File: config.mk
export PLATFORM = sky130hd
export DESIGN_NAME = spi_nor_flash_command_sequencer
export DESIGN_NICKNAME = d
export VERILOG_FILES = /design/src/rtl/core/snfcs_pkg.sv /design/src/rtl/core/spi_nor_flash_command_sequencer.sv
export SDC_FILE = /design/constraint.sdc
export NUM_CORES = 1
export LEC_CHECK = 0
export BUFFER_PORTS_ARGS = -buffer_cell sky130_fd_sc_hd__buf_2
export CAP_MARGIN = 20
export CORE_MARGIN = 4
export CORE_UTILIZATION = 55
export CTS_BUF_LIST = sky130_fd_sc_hd__clkbuf_8
export DETAILED_ROUTE_END_ITERATION = 7
export GPL_TIMING_DRIVEN = 0
export PLACE_DENSITY = 0.76
export SYNTH_ARGS = -nofsm -noshare
export SYNTH_HDL_FRONTEND = slang
export SYNTH_SLANG_ARGS = --single-unit
File: constraint.sdc
create_clock -name clk -period 9.7 [get_ports clk]
set_input_delay 1.94 -clock clk [delete_from_list [all_inputs] [get_ports clk]]
set_output_delay 1.94 -clock clk [all_outputs]
set_load 0.01 [all_outputs]
File: src/rtl/core/snfcs_pkg.sv
package snfcs_pkg;

    // Geometry defaults; both must be powers of two.
    localparam int unsigned PAGE_BYTES_DEFAULT   = 256;
    localparam int unsigned SECTOR_BYTES_DEFAULT = 4096;

    localparam logic [24:0] FLASH_SIZE_RESET = 25'h1000000;
    localparam logic [24:0] LENGTH_MAX       = 25'h1000000;

    // Request and acknowledgement codes carried on the input tuser.
    localparam logic [2:0] ACT_READ       = 3'd0;
    localparam logic [2:0] ACT_PROGRAM    = 3'd1;
    localparam logic [2:0] ACT_ERASE      = 3'd2;
    localparam logic [2:0] ACT_QUAD       = 3'd3;
    localparam logic [2:0] ACT_FRAME_DONE = 3'd4;

    localparam logic [1:0] OPER_PROGRAM = 2'd1;
    localparam logic [1:0] OPER_ERASE   = 2'd2;

    localparam logic [1:0] KIND_FRAME    = 2'd1;
    localparam logic [1:0] KIND_COMPLETE = 2'd2;

    localparam logic [1:0] RES_OK          = 2'd0;
    localparam logic [1:0] RES_UNEXPECTED  = 2'd1;
    localparam logic [1:0] RES_EMPTY_ERASE = 2'd2;

    localparam logic [7:0] OP_READ  = 8'h03;
    localparam logic [7:0] OP_RDSR1 = 8'h05;
    localparam logic [7:0] OP_RDSR2 = 8'h35;
    localparam logic [7:0] OP_WREN  = 8'h06;
    localparam logic [7:0] OP_WRSR  = 8'h01;
    localparam logic [7:0] OP_PP    = 8'h02;
    localparam logic [7:0] OP_SE    = 8'h20;
    localparam logic [7:0] OP_CE    = 8'h60;

    localparam int unsigned BUSY_BIT = 0;
    localparam int unsigned QE_BIT   = 1;

    typedef enum logic [7:0] {
        PH_IDLE     = 8'b0000_0001,
        PH_READ     = 8'b0000_0010,
        PH_WEN      = 8'b0000_0100,
        PH_WEN_CHIP = 8'b0000_1000,
        PH_CMD      = 8'b0001_0000,
        PH_POLL     = 8'b0010_0000,
        PH_SR1      = 8'b0100_0000,
        PH_SR2      = 8'b1000_0000
    } phase_t;

    typedef struct packed {
        logic [1:0]  kind;
        logic [24:0] bytes_done;
        logic [1:0]  result_code;
        logic        keep_selected;
        logic [24:0] rx_count;
        logic [7:0]  status_byte_two;
        logic [7:0]  status_byte_one;
        logic [8:0]  tx_count;
        logic        send_address;
        logic [23:0] frame_address;
        logic        send_opcode;
        logic [7:0]  opcode;
    } result_t;

endpackage

File: src/rtl/core/spi_nor_flash_command_sequencer.sv
// SPI NOR flash command sequencer. Each input transaction is a host request (read, program,
// erase, quad-enable update) or a frame-done acknowledgement from the SPI engine, and each one
// produces exactly one output transaction: the next SPI frame descriptor or a completion.
// The decision is made combinationally from the input and the sequencer state and lands in an
// output register, so one transaction is accepted per clock as long as the output side keeps
// taking results; a stalled output holds one result and backpressures the input. PAGE_BYTES
// and SECTOR_BYTES must be powers of two. The user must write the flash size register through
// cfg_we/cfg_wdata only while no request is in progress; the block does not enforce this.
module spi_nor_flash_command_sequencer #(
    parameter int unsigned PAGE_BYTES   = snfcs_pkg::PAGE_BYTES_DEFAULT,
    parameter int unsigned SECTOR_BYTES = snfcs_pkg::SECTOR_BYTES_DEFAULT
) (
    input  logic         clk,
    input  logic         rst_n,
    input  logic         cfg_we,
    input  logic [24:0]  cfg_wdata,      // flash_size_bytes
    input  logic         s_tvalid,
    output logic         s_tready,
    // address[23:0], length[48:24], quad_on[49], rx_status[57:50], zero[63:58]
    input  logic [63:0]  s_tdata,
    input  logic [2:0]   s_tuser,        // action[2:0]
    output logic         m_tvalid,
    input  logic         m_tready,
    // opcode[7:0], send_opcode[8], frame_address[32:9], send_address[33],
    // tx_count[42:34], status_byte_one[50:43], status_byte_two[58:51],
    // rx_count[83:59], keep_selected[84], result_code[86:85], bytes_done[111:87]
    output logic [111:0] m_tdata,
    output logic [1:0]   m_tuser         // kind[1:0]
);

    localparam int unsigned PAGE_LOG2   = $clog2(PAGE_BYTES);
    localparam int unsigned SECTOR_LOG2 = $clog2(SECTOR_BYTES);
    localparam logic [PAGE_LOG2:0] PAGE_SPAN   = (PAGE_LOG2 + 1)'(PAGE_BYTES);
    localparam logic [25:0]        SECTOR_STEP = 26'(SECTOR_BYTES);

    logic [24:0]       flash_size_reg;
    snfcs_pkg::phase_t phase_reg, phase_next;
    logic [1:0]        operation_reg, operation_next;
    logic [24:0]       cur_addr_reg, cur_addr_next;
    logic [24:0]       end_addr_reg, end_addr_next;
    logic [24:0]       done_count_reg, done_count_next;
    logic [7:0]        status_one_reg, status_one_next;
    logic [7:0]        status_two_reg, status_two_next;
    logic              quad_req_reg, quad_req_next;

    logic                 out_valid_reg;
    snfcs_pkg::result_t   out_reg, res;

    logic        accept;
    logic [2:0]  action;
    logic [23:0] in_addr;
    logic [24:0] in_len_raw, in_len;
    logic        in_quad;
    logic [7:0]  in_rx;

    logic [PAGE_LOG2:0] page_room;
    logic [24:0]        remain, chunk;
    logic [24:0]        prog_addr;
    logic [25:0]        sector_next;
    logic [24:0]        req_end;
    logic [24:0]        erase_align;
    logic [7:0]         wrsr_two;

    function automatic snfcs_pkg::result_t make_frame(
        input logic [7:0]  op,
        input logic        sop,
        input logic [23:0] addr,
        input logic        sad,
        input logic [8:0]  tx,
        input logic [7:0]  s1,
        input logic [7:0]  s2,
        input logic [24:0] rx,
        input logic        keep
    );
        snfcs_pkg::result_t r;
        r               = '0;
        r.kind          = snfcs_pkg::KIND_FRAME;
        r.opcode        = op;
        r.send_opcode   = sop;
        r.frame_address = sad ? addr : 24'd0;
        r.send_address  = sad;
        r.tx_count      = tx;
        r.status_byte_one = s1;
        r.status_byte_two = s2;
        r.rx_count      = rx;
        r.keep_selected = keep;
        return r;
    endfunction

    function automatic snfcs_pkg::result_t make_finish(
        input logic [1:0]  code,
        input logic [24:0] bytes
    );
        snfcs_pkg::result_t r;
        r             = '0;
        r.kind        = snfcs_pkg::KIND_COMPLETE;
        r.result_code = code;
        r.bytes_done  = bytes;
        return r;
    endfunction

    assign s_tready = !out_valid_reg || m_tready;
    assign accept   = s_tvalid && s_tready;

    assign action     = s_tuser;
    assign in_addr    = s_tdata[23:0];
    assign in_len_raw = s_tdata[48:24];
    assign in_quad    = s_tdata[49];
    assign in_rx      = s_tdata[57:50];
    assign in_len     = (in_len_raw > snfcs_pkg::LENGTH_MAX) ? snfcs_pkg::LENGTH_MAX : in_len_raw;

    // Program chunk: the rest of the current page, or the rest of the request if shorter.
    assign page_room = PAGE_SPAN - {1'b0, cur_addr_reg[PAGE_LOG2-1:0]};
    assign remain    = end_addr_reg - cur_addr_reg;
    assign chunk     = (25'(page_room) < remain) ? 25'(page_room) : remain;
    assign prog_addr = cur_addr_reg + chunk;

    assign sector_next = {1'b0, cur_addr_reg} + SECTOR_STEP;
    assign req_end     = {1'b0, in_addr} + in_len;
    assign erase_align = {1'b0, in_addr[23:SECTOR_LOG2], {SECTOR_LOG2{1'b0}}};

    always_comb
    begin
        wrsr_two                    = status_two_reg;
        wrsr_two[snfcs_pkg::QE_BIT] = quad_req_reg;
    end

    always_comb
    begin
        phase_next      = phase_reg;
        operation_next  = operation_reg;
        cur_addr_next   = cur_addr_reg;
        end_addr_next   = end_addr_reg;
        done_count_next = done_count_reg;
        status_one_next = status_one_reg;
        status_two_next = status_two_reg;
        quad_req_next   = quad_req_reg;
        res             = make_finish(snfcs_pkg::RES_UNEXPECTED, 25'd0);

        if (action == snfcs_pkg::ACT_FRAME_DONE)
        begin
            unique case (phase_reg)
                snfcs_pkg::PH_READ:
                begin
                    phase_next = snfcs_pkg::PH_IDLE;
                    res        = make_finish(snfcs_pkg::RES_OK, done_count_reg);
                end
                snfcs_pkg::PH_WEN:
                begin
                    phase_next = snfcs_pkg::PH_CMD;
                    if (operation_reg == snfcs_pkg::OPER_PROGRAM)
                        res = make_frame(snfcs_pkg::OP_PP, 1'b1, cur_addr_reg[23:0], 1'b1,
                                         chunk[8:0], 8'd0, 8'd0, 25'd0, 1'b0);
                    else if (operation_reg == snfcs_pkg::OPER_ERASE)
                        res = make_frame(snfcs_pkg::OP_SE, 1'b1, cur_addr_reg[23:0], 1'b1,
                                         9'd0, 8'd0, 8'd0, 25'd0, 1'b0);
                    else
                        res = make_frame(snfcs_pkg::OP_WRSR, 1'b1, 24'd0, 1'b0,
                                         9'd2, status_one_reg, wrsr_two, 25'd0, 1'b0);
                end
                snfcs_pkg::PH_WEN_CHIP:
                begin
                    phase_next = snfcs_pkg::PH_CMD;
                    res = make_frame(snfcs_pkg::OP_CE, 1'b1, 24'd0, 1'b0,
                                     9'd0, 8'd0, 8'd0, 25'd0, 1'b0);
                end
                snfcs_pkg::PH_CMD:
                begin
                    phase_next = snfcs_pkg::PH_POLL;
                    res = make_frame(snfcs_pkg::OP_RDSR1, 1'b1, 24'd0, 1'b0,
                                     9'd0, 8'd0, 8'd0, 25'd1, 1'b1);
                end
                snfcs_pkg::PH_POLL:
                begin
                    if (in_rx[snfcs_pkg::BUSY_BIT])
                    begin
                        // Device still busy: keep chip select and clock in one more byte.
                        res = make_frame(snfcs_pkg::OP_RDSR1, 1'b0, 24'd0, 1'b0,
                                         9'd0, 8'd0, 8'd0, 25'd1, 1'b1);
                    end
                    else if (operation_reg == snfcs_pkg::OPER_PROGRAM)
                    begin
                        done_count_next = done_count_reg + chunk;
                        cur_addr_next   = prog_addr;
                        if (prog_addr < end_addr_reg)
                        begin
                            phase_next = snfcs_pkg::PH_WEN;
                            res = make_frame(snfcs_pkg::OP_WREN, 1'b1, 24'd0, 1'b0,
                                             9'd0, 8'd0, 8'd0, 25'd0, 1'b0);
                        end
                        else
                        begin
                            phase_next = snfcs_pkg::PH_IDLE;
                            res = make_finish(snfcs_pkg::RES_OK, done_count_reg + chunk);
                        end
                    end
                    else if (operation_reg == snfcs_pkg::OPER_ERASE &&
                             sector_next < {1'b0, end_addr_reg})
                    begin
                        cur_addr_next = sector_next[24:0];
                        phase_next    = snfcs_pkg::PH_WEN;
                        res = make_frame(snfcs_pkg::OP_WREN, 1'b1, 24'd0, 1'b0,
                                         9'd0, 8'd0, 8'd0, 25'd0, 1'b0);
                    end
                    else
                    begin
                        phase_next = snfcs_pkg::PH_IDLE;
                        res        = make_finish(snfcs_pkg::RES_OK, 25'd0);
                    end
                end
                snfcs_pkg::PH_SR1:
                begin
                    status_one_next = in_rx;
                    phase_next      = snfcs_pkg::PH_SR2;
                    res = make_frame(snfcs_pkg::OP_RDSR2, 1'b1, 24'd0, 1'b0,
                                     9'd0, 8'd0, 8'd0, 25'd1, 1'b0);
                end
                snfcs_pkg::PH_SR2:
                begin
                    status_two_next = in_rx;
                    phase_next      = snfcs_pkg::PH_WEN;
                    res = make_frame(snfcs_pkg::OP_WREN, 1'b1, 24'd0, 1'b0,
                                     9'd0, 8'd0, 8'd0, 25'd0, 1'b0);
                end
                default:
                begin
                    phase_next = snfcs_pkg::PH_IDLE;
                    res        = make_finish(snfcs_pkg::RES_UNEXPECTED, 25'd0);
                end
            endcase
        end
        else if (action < snfcs_pkg::ACT_FRAME_DONE && phase_reg == snfcs_pkg::PH_IDLE)
        begin
            operation_next  = action[1:0];
            done_count_next = 25'd0;
            if (action == snfcs_pkg::ACT_READ || action == snfcs_pkg::ACT_PROGRAM)
            begin
                if (in_len == 25'd0)
                begin
                    res = make_finish(snfcs_pkg::RES_OK, 25'd0);
                end
                else
                begin
                    cur_addr_next = {1'b0, in_addr};
                    end_addr_next = req_end;
                    if (action == snfcs_pkg::ACT_READ)
                    begin
                        done_count_next = in_len;
                        phase_next      = snfcs_pkg::PH_READ;
                        res = make_frame(snfcs_pkg::OP_READ, 1'b1, in_addr, 1'b1,
                                         9'd0, 8'd0, 8'd0, in_len, 1'b0);
                    end
                    else
                    begin
                        phase_next = snfcs_pkg::PH_WEN;
                        res = make_frame(snfcs_pkg::OP_WREN, 1'b1, 24'd0, 1'b0,
                                         9'd0, 8'd0, 8'd0, 25'd0, 1'b0);
                    end
                end
            end
            else if (action == snfcs_pkg::ACT_ERASE)
            begin
                if (in_addr == 24'd0 && in_len == flash_size_reg)
                begin
                    cur_addr_next = 25'd0;
                    end_addr_next = 25'd0;
                    phase_next    = snfcs_pkg::PH_WEN_CHIP;
                    res = make_frame(snfcs_pkg::OP_WREN, 1'b1, 24'd0, 1'b0,
                                     9'd0, 8'd0, 8'd0, 25'd0, 1'b0);
                end
                else
                begin
                    cur_addr_next = erase_align;
                    end_addr_next = req_end;
                    if (erase_align >= req_end)
                    begin
                        res = make_finish(snfcs_pkg::RES_EMPTY_ERASE, 25'd0);
                    end
                    else
                    begin
                        phase_next = snfcs_pkg::PH_WEN;
                        res = make_frame(snfcs_pkg::OP_WREN, 1'b1, 24'd0, 1'b0,
                                         9'd0, 8'd0, 8'd0, 25'd0, 1'b0);
                    end
                end
            end
            else
            begin
                quad_req_next = in_quad;
                phase_next    = snfcs_pkg::PH_SR1;
                res = make_frame(snfcs_pkg::OP_RDSR1, 1'b1, 24'd0, 1'b0,
                                 9'd0, 8'd0, 8'd0, 25'd1, 1'b0);
            end
        end
    end

    always_ff @(posedge clk or negedge rst_n)
    begin
        if (!rst_n)
        begin
            flash_size_reg <= snfcs_pkg::FLASH_SIZE_RESET;
            phase_reg      <= snfcs_pkg::PH_IDLE;
            operation_reg  <= 2'd0;
            cur_addr_reg   <= 25'd0;
            end_addr_reg   <= 25'd0;
            done_count_reg <= 25'd0;
            status_one_reg <= 8'd0;
            status_two_reg <= 8'd0;
            quad_req_reg   <= 1'b0;
            out_valid_reg  <= 1'b0;
        end
        else
        begin
            if (cfg_we)
                flash_size_reg <= cfg_wdata;
            if (accept)
            begin
                phase_reg      <= phase_next;
                operation_reg  <= operation_next;
                cur_addr_reg   <= cur_addr_next;
                end_addr_reg   <= end_addr_next;
                done_count_reg <= done_count_next;
                status_one_reg <= status_one_next;
                status_two_reg <= status_two_next;
                quad_req_reg   <= quad_req_next;
                out_valid_reg  <= 1'b1;
            end
            else if (m_tready)
            begin
                out_valid_reg <= 1'b0;
            end
        end
    end

    always_ff @(posedge clk)
    begin
        if (accept)
            out_reg <= res;
    end

    assign m_tvalid = out_valid_reg;
    assign m_tuser  = out_reg.kind;
    assign m_tdata  = {out_reg.bytes_done, out_reg.result_code, out_reg.keep_selected,
                       out_reg.rx_count, out_reg.status_byte_two, out_reg.status_byte_one,
                       out_reg.tx_count, out_reg.send_address, out_reg.frame_address,
                       out_reg.send_opcode, out_reg.opcode};

endmodule
==> impl.org <==
** Outcome
- The run finished with clean final reports.

** Clock tree
- TritonCTS built the clock tree.
- Clk pin slew, worst setup/hold paths :: approximately 60 ps
- The root buffer cell chosen for the clock tree is clkbuf_8.
- For the worst-skew pair, the clock arrives at the later sink with an insertion delay of ~580 ps.
- H-tree level count :: 2
- Buffers inserted to repair hold after CTS numbered 0.
- No sink is reached through more buffers than the 3 on the longest clock path.
- Clock buffers created by TritonCTS :: 42
- # clock sinks :: approximately 240

** Setup path
- The worst register-to-register path begins at cur_addr_reg[0]$_DFFE_PN0P_.
- STA classifies the critical path startpoint as a flip-flop.
- The most numerous cell type found on the critical path is ha_1.
- Worst setup path startpoint :: cur_addr_reg[0]$_DFFE_PN0P_
- Worst reg-to-reg setup slack :: about 180 ps
- On the worst path, the slowest cell contributes a delay of 640 ps.
- R2r worst-path depth :: 38
- Data arrives at the worst endpoint at around 10000 ps.
- Maximum fanout count along the critical path :: 10
- Nature of the critical path endpoint :: flip-flop
- Required @ worst endpoint :: about 10000 ps
- The endpoint identified for the worst register-to-register timing path is m_tdata[110]$_SDFFCE_PN0P_.
- The slowest stage of the critical path is the mux2i_2 cell.
- Type of the setup path with the least slack :: flip-flop to flip-flop

** Placement
- Input and output buffers added on the ports amount to 200.
- The congestion estimate from routability-driven global placement came to between 1 and 1.5.
- Detailed placement finished with a half-perimeter wire length of 45600 um.
- Post-placement cell area :: 0.0194 mm2

** Final layout
- The repair_antennas step left the layout with diodes totalling 0.
- The post-route netlist has approximately 17% of its cells at a drive strength greater than 1.
- After routing the design area is roughly 0.02 mm2.
- Final-stage net count :: about 2500
- From synthesis to final layout, the design area changed by 15.1%.
- Number of flip-flops in the largest register :: 110

** Synthesis
- After synthesis, the cell types taking the most area are edfxtp_1 19%, dfrtp_1 18%, ha_1 12%.
- The cell count after synthesis came out at approximately 1900.
- In this run, synthesis inferred ~110 flip-flops with an integrated enable.
- Dominant cell by count in the synthesized netlist :: ha_1
- Sequential cells were found to cover a little under two fifths of the synthesized design area.
- The number of different library cells used by synthesis comes to 89.
- Synth async-reset ratio :: 53.1%
- Area share of the largest cell type after synthesis :: 19.1%
- The largest total area in the synthesized netlist belongs to edfxtp_1.
- After synthesis, the mean cell area works out to 9.24 um2.
- #FFs+latches synth :: 239
- The mapped netlist covers between 0.015 and 0.02 mm2.
- The most used flip-flop cell after synthesis is dfrtp_1.
- Commonest cells in the synthesized netlist :: 169 x ha_1, 163 x nor2_1, 139 x a21oi_1
- Total number of yosys warnings :: 0

** Hold path
- Worst Hold Launch :: status_two_reg[2]$_DFFE_PN0P_
- Endpoint of the worst hold path :: status_two_reg[2]$_DFFE_PN0P_
- Min-Delay Path Depth :: 1
- Worst Hold Class :: flip-flop to flip-flop

** Global routing
- Entering global routing, the biggest net connects 91 pins.
- Vias in the first global route :: 15900
- Overflow left after global routing :: 0
- Wire length of the first global-routing pass :: around 90000 um
- Total GRT Usage :: between 30% and 40%
- The number of antenna violations at the first check in global routing came to 1.

** Floorplan
- The die covers ~0.035 mm2.
- Number of ports placed on the die boundary :: about 210
- The die is 187 um tall.
- Std-Cell Core Area :: ~0.032 mm2
- Starting utilization of the core area :: 55.8%
- Measured along the x axis, the die boundary spans between 150 and 200 um.
- Rows :: 65

** Timing
- Post-route clock skew :: roughly 33 ps
- Final setup violation count :: 0
- Max_slew headroom :: between 20% and 30%
- Slew of the pin with the lowest slew margin :: 1070 ps
- The final-report hold violation count is 0.
- Of the available clock period, the critical path in the final layout requires about 98%.
- Total count of max-transition violations in the final report :: 0
- Clock period minus worst slack :: about 9500 ps
- Max Clock Freq :: 105 MHz

** Route
- Uppermost routed layer :: met5
- After detailed routing, the met2 layer carries between 20000 and 30000 um of wire.
- After detailed routing, the met3 layer carries ~5900 um of wire.
- Average routed wire per standard cell :: ~22 um
- Detailed Route Iter0 Violations :: between 1500 and 2000
- In the routed design, unresolved DRC markers number 0.
- For this block, wires on met1 add up to 24900 um.
- Via density per instance :: 6.29
- For this block, the routed nets add up to 58700 um of wire.
- Once detail routing completed, the nets flagged for antenna violations numbered 0.
- Routed vias :: between 15000 and 20000
- Before antenna repair, the detailed router went through 5 iterations.

** Power
- Portion of total power attributed to the clock network :: 20.6%
- Maximum vdd ir drop :: roughly 0.14 mV
- Fraction of power spent switching nets :: between 40 and 50%
- The internal portion of the total power is around 2.4 mW.
- In this run the static leakage power is approximately 9.0 nW.
- Part of the power in combinational logic :: about half
- Switching component of the power :: approximately 1.8 mW
- Seq pwr share :: 30.9%
- Summing internal, switching and leakage power gives around 4.2 mW.
- Dividing total power by cell area gives a power density of between 200 and 250 mW/mm2.

** Run
- Count of maximum capacitance violations :: 0
area by class of cell:
type / instances / area (um2)
Inverter: 116 / 440
Sequential cell: 239 / 6550
Timing Repair Buffer: 213 / 1140
Clock buffer: 45 / 619
Tap cell: 402 / 503
Buffer: 73 / 314
Multi-Input combinational cell: 1511 / 10600
Fill cell: 2712 / 11300
Clock inverter: 31 / 146
how the worst max path moves through the flow:
| stage | endpoint | depth (start not counted) | slack (ps) |
|---|---|---|---|
| detailed placement | m_tdata[111]$_SDFFCE_PN0P_ | 41 | -1120 |
| CTS | m_tdata[2]$_DFFE_PP_ | 37 | 70 |
| finish | m_tdata[110]$_SDFFCE_PN0P_ | 38 | 180 |
| floorplan | m_tdata[100]$_SDFFCE_PN0P_ | 41 | 1430 |
| global route | m_tdata[92]$_SDFFCE_PN0P_ | 40 | -20 |
| global placement | m_tdata[90]$_SDFFCE_PN0P_ | 41 | -1050 |
metrics by stage:
step / utilization (%) / instances / TNS, ps / setup WS [ps] / hold slack (ps)
floorplan: - / 1940 / 0 / 1430 / 465
global placement: 60.9 / 2542 / -27770 / -1050 / 480
detailed placement: 61.2 / 2546 / -29670 / -1120 / 487
CTS: 63.8 / 2621 / 0 / 72.2 / 500
global route: 64.3 / 2630 / -16.3 / -16.3 / 516
finish: 64.3 / 2630 / 0 / 184 / 498
layer usage:
layer	global-route usage (%)	vias to the layer above
met5	0	-
met4	12.2	2
met3	7.24	154
met2	49.1	894
met1	45.2	7872
li1	-	7623
kinds of logic (layout without fill, tap and decap cells):
kind of cell             count (synthesis)  after routing  synth area share (%)
AND/OR/NAND/NOR                        584            584                  16.3
AO/OA/AOI/OAI                          565            565                  21.2
flip-flops                             239            239                  37.1
buffers and inverters                  190            478                  4.22
adder cells (fa/ha/maj)                173            173                  12.4
XOR/XNOR                                98             98                  4.86
multiplexers                            61             61                  3.88
other                                    1             30                0.0212
worst max-delay path: cells and delay by family, from the launching register on:
family                     cells  cell delay [ps]
adders and majority gates      5             1610
buffers and inverters          4              590
AOI/OAI and AO/OA             18             3620
muxes                          1              640
DFF                            1              450
and+or+nand+nor                8             1960
xor gates and xnor gates       2              350
repair_timing:
item,in CTS,in global routing
cloned,0,0
pin swaps,1,4
endpoints found under the setup margin,32,32
resized for setup,18,19
buffers inserted,0,9
cell usage in the layout (no fill, tap or decap), types with 41 or more instances in the layout:
cell type and instances:
clkbuf_1 56, inv_1 130, xnor2_1 71, a21oi_1 137, o21ai_0 111, clkbuf_8 45, edfxtp_1 112, a22oi_1 41
nor3_1 41, nand2_1 132, nor2_1 162, ha_1 169, dfrtp_1 121, buf_2 207
power by group through the flow:
stage / Combinational (mW) / Clock [mW] / Sequential, mW
6_report: 2.05 / 0.872 / 1.31
5_1_grt: 2.27 / 0.927 / 1.32
4_1_cts: 1.96 / 0.883 / 1.31
3_5_place_dp: 1.92 / 0 / 1.32
3_3_place_gp: 1.86 / 0 / 1.32
2_1_floorplan: 1.41 / 0 / 1.29
No activity file was read; power rests on OpenSTA's default activity.
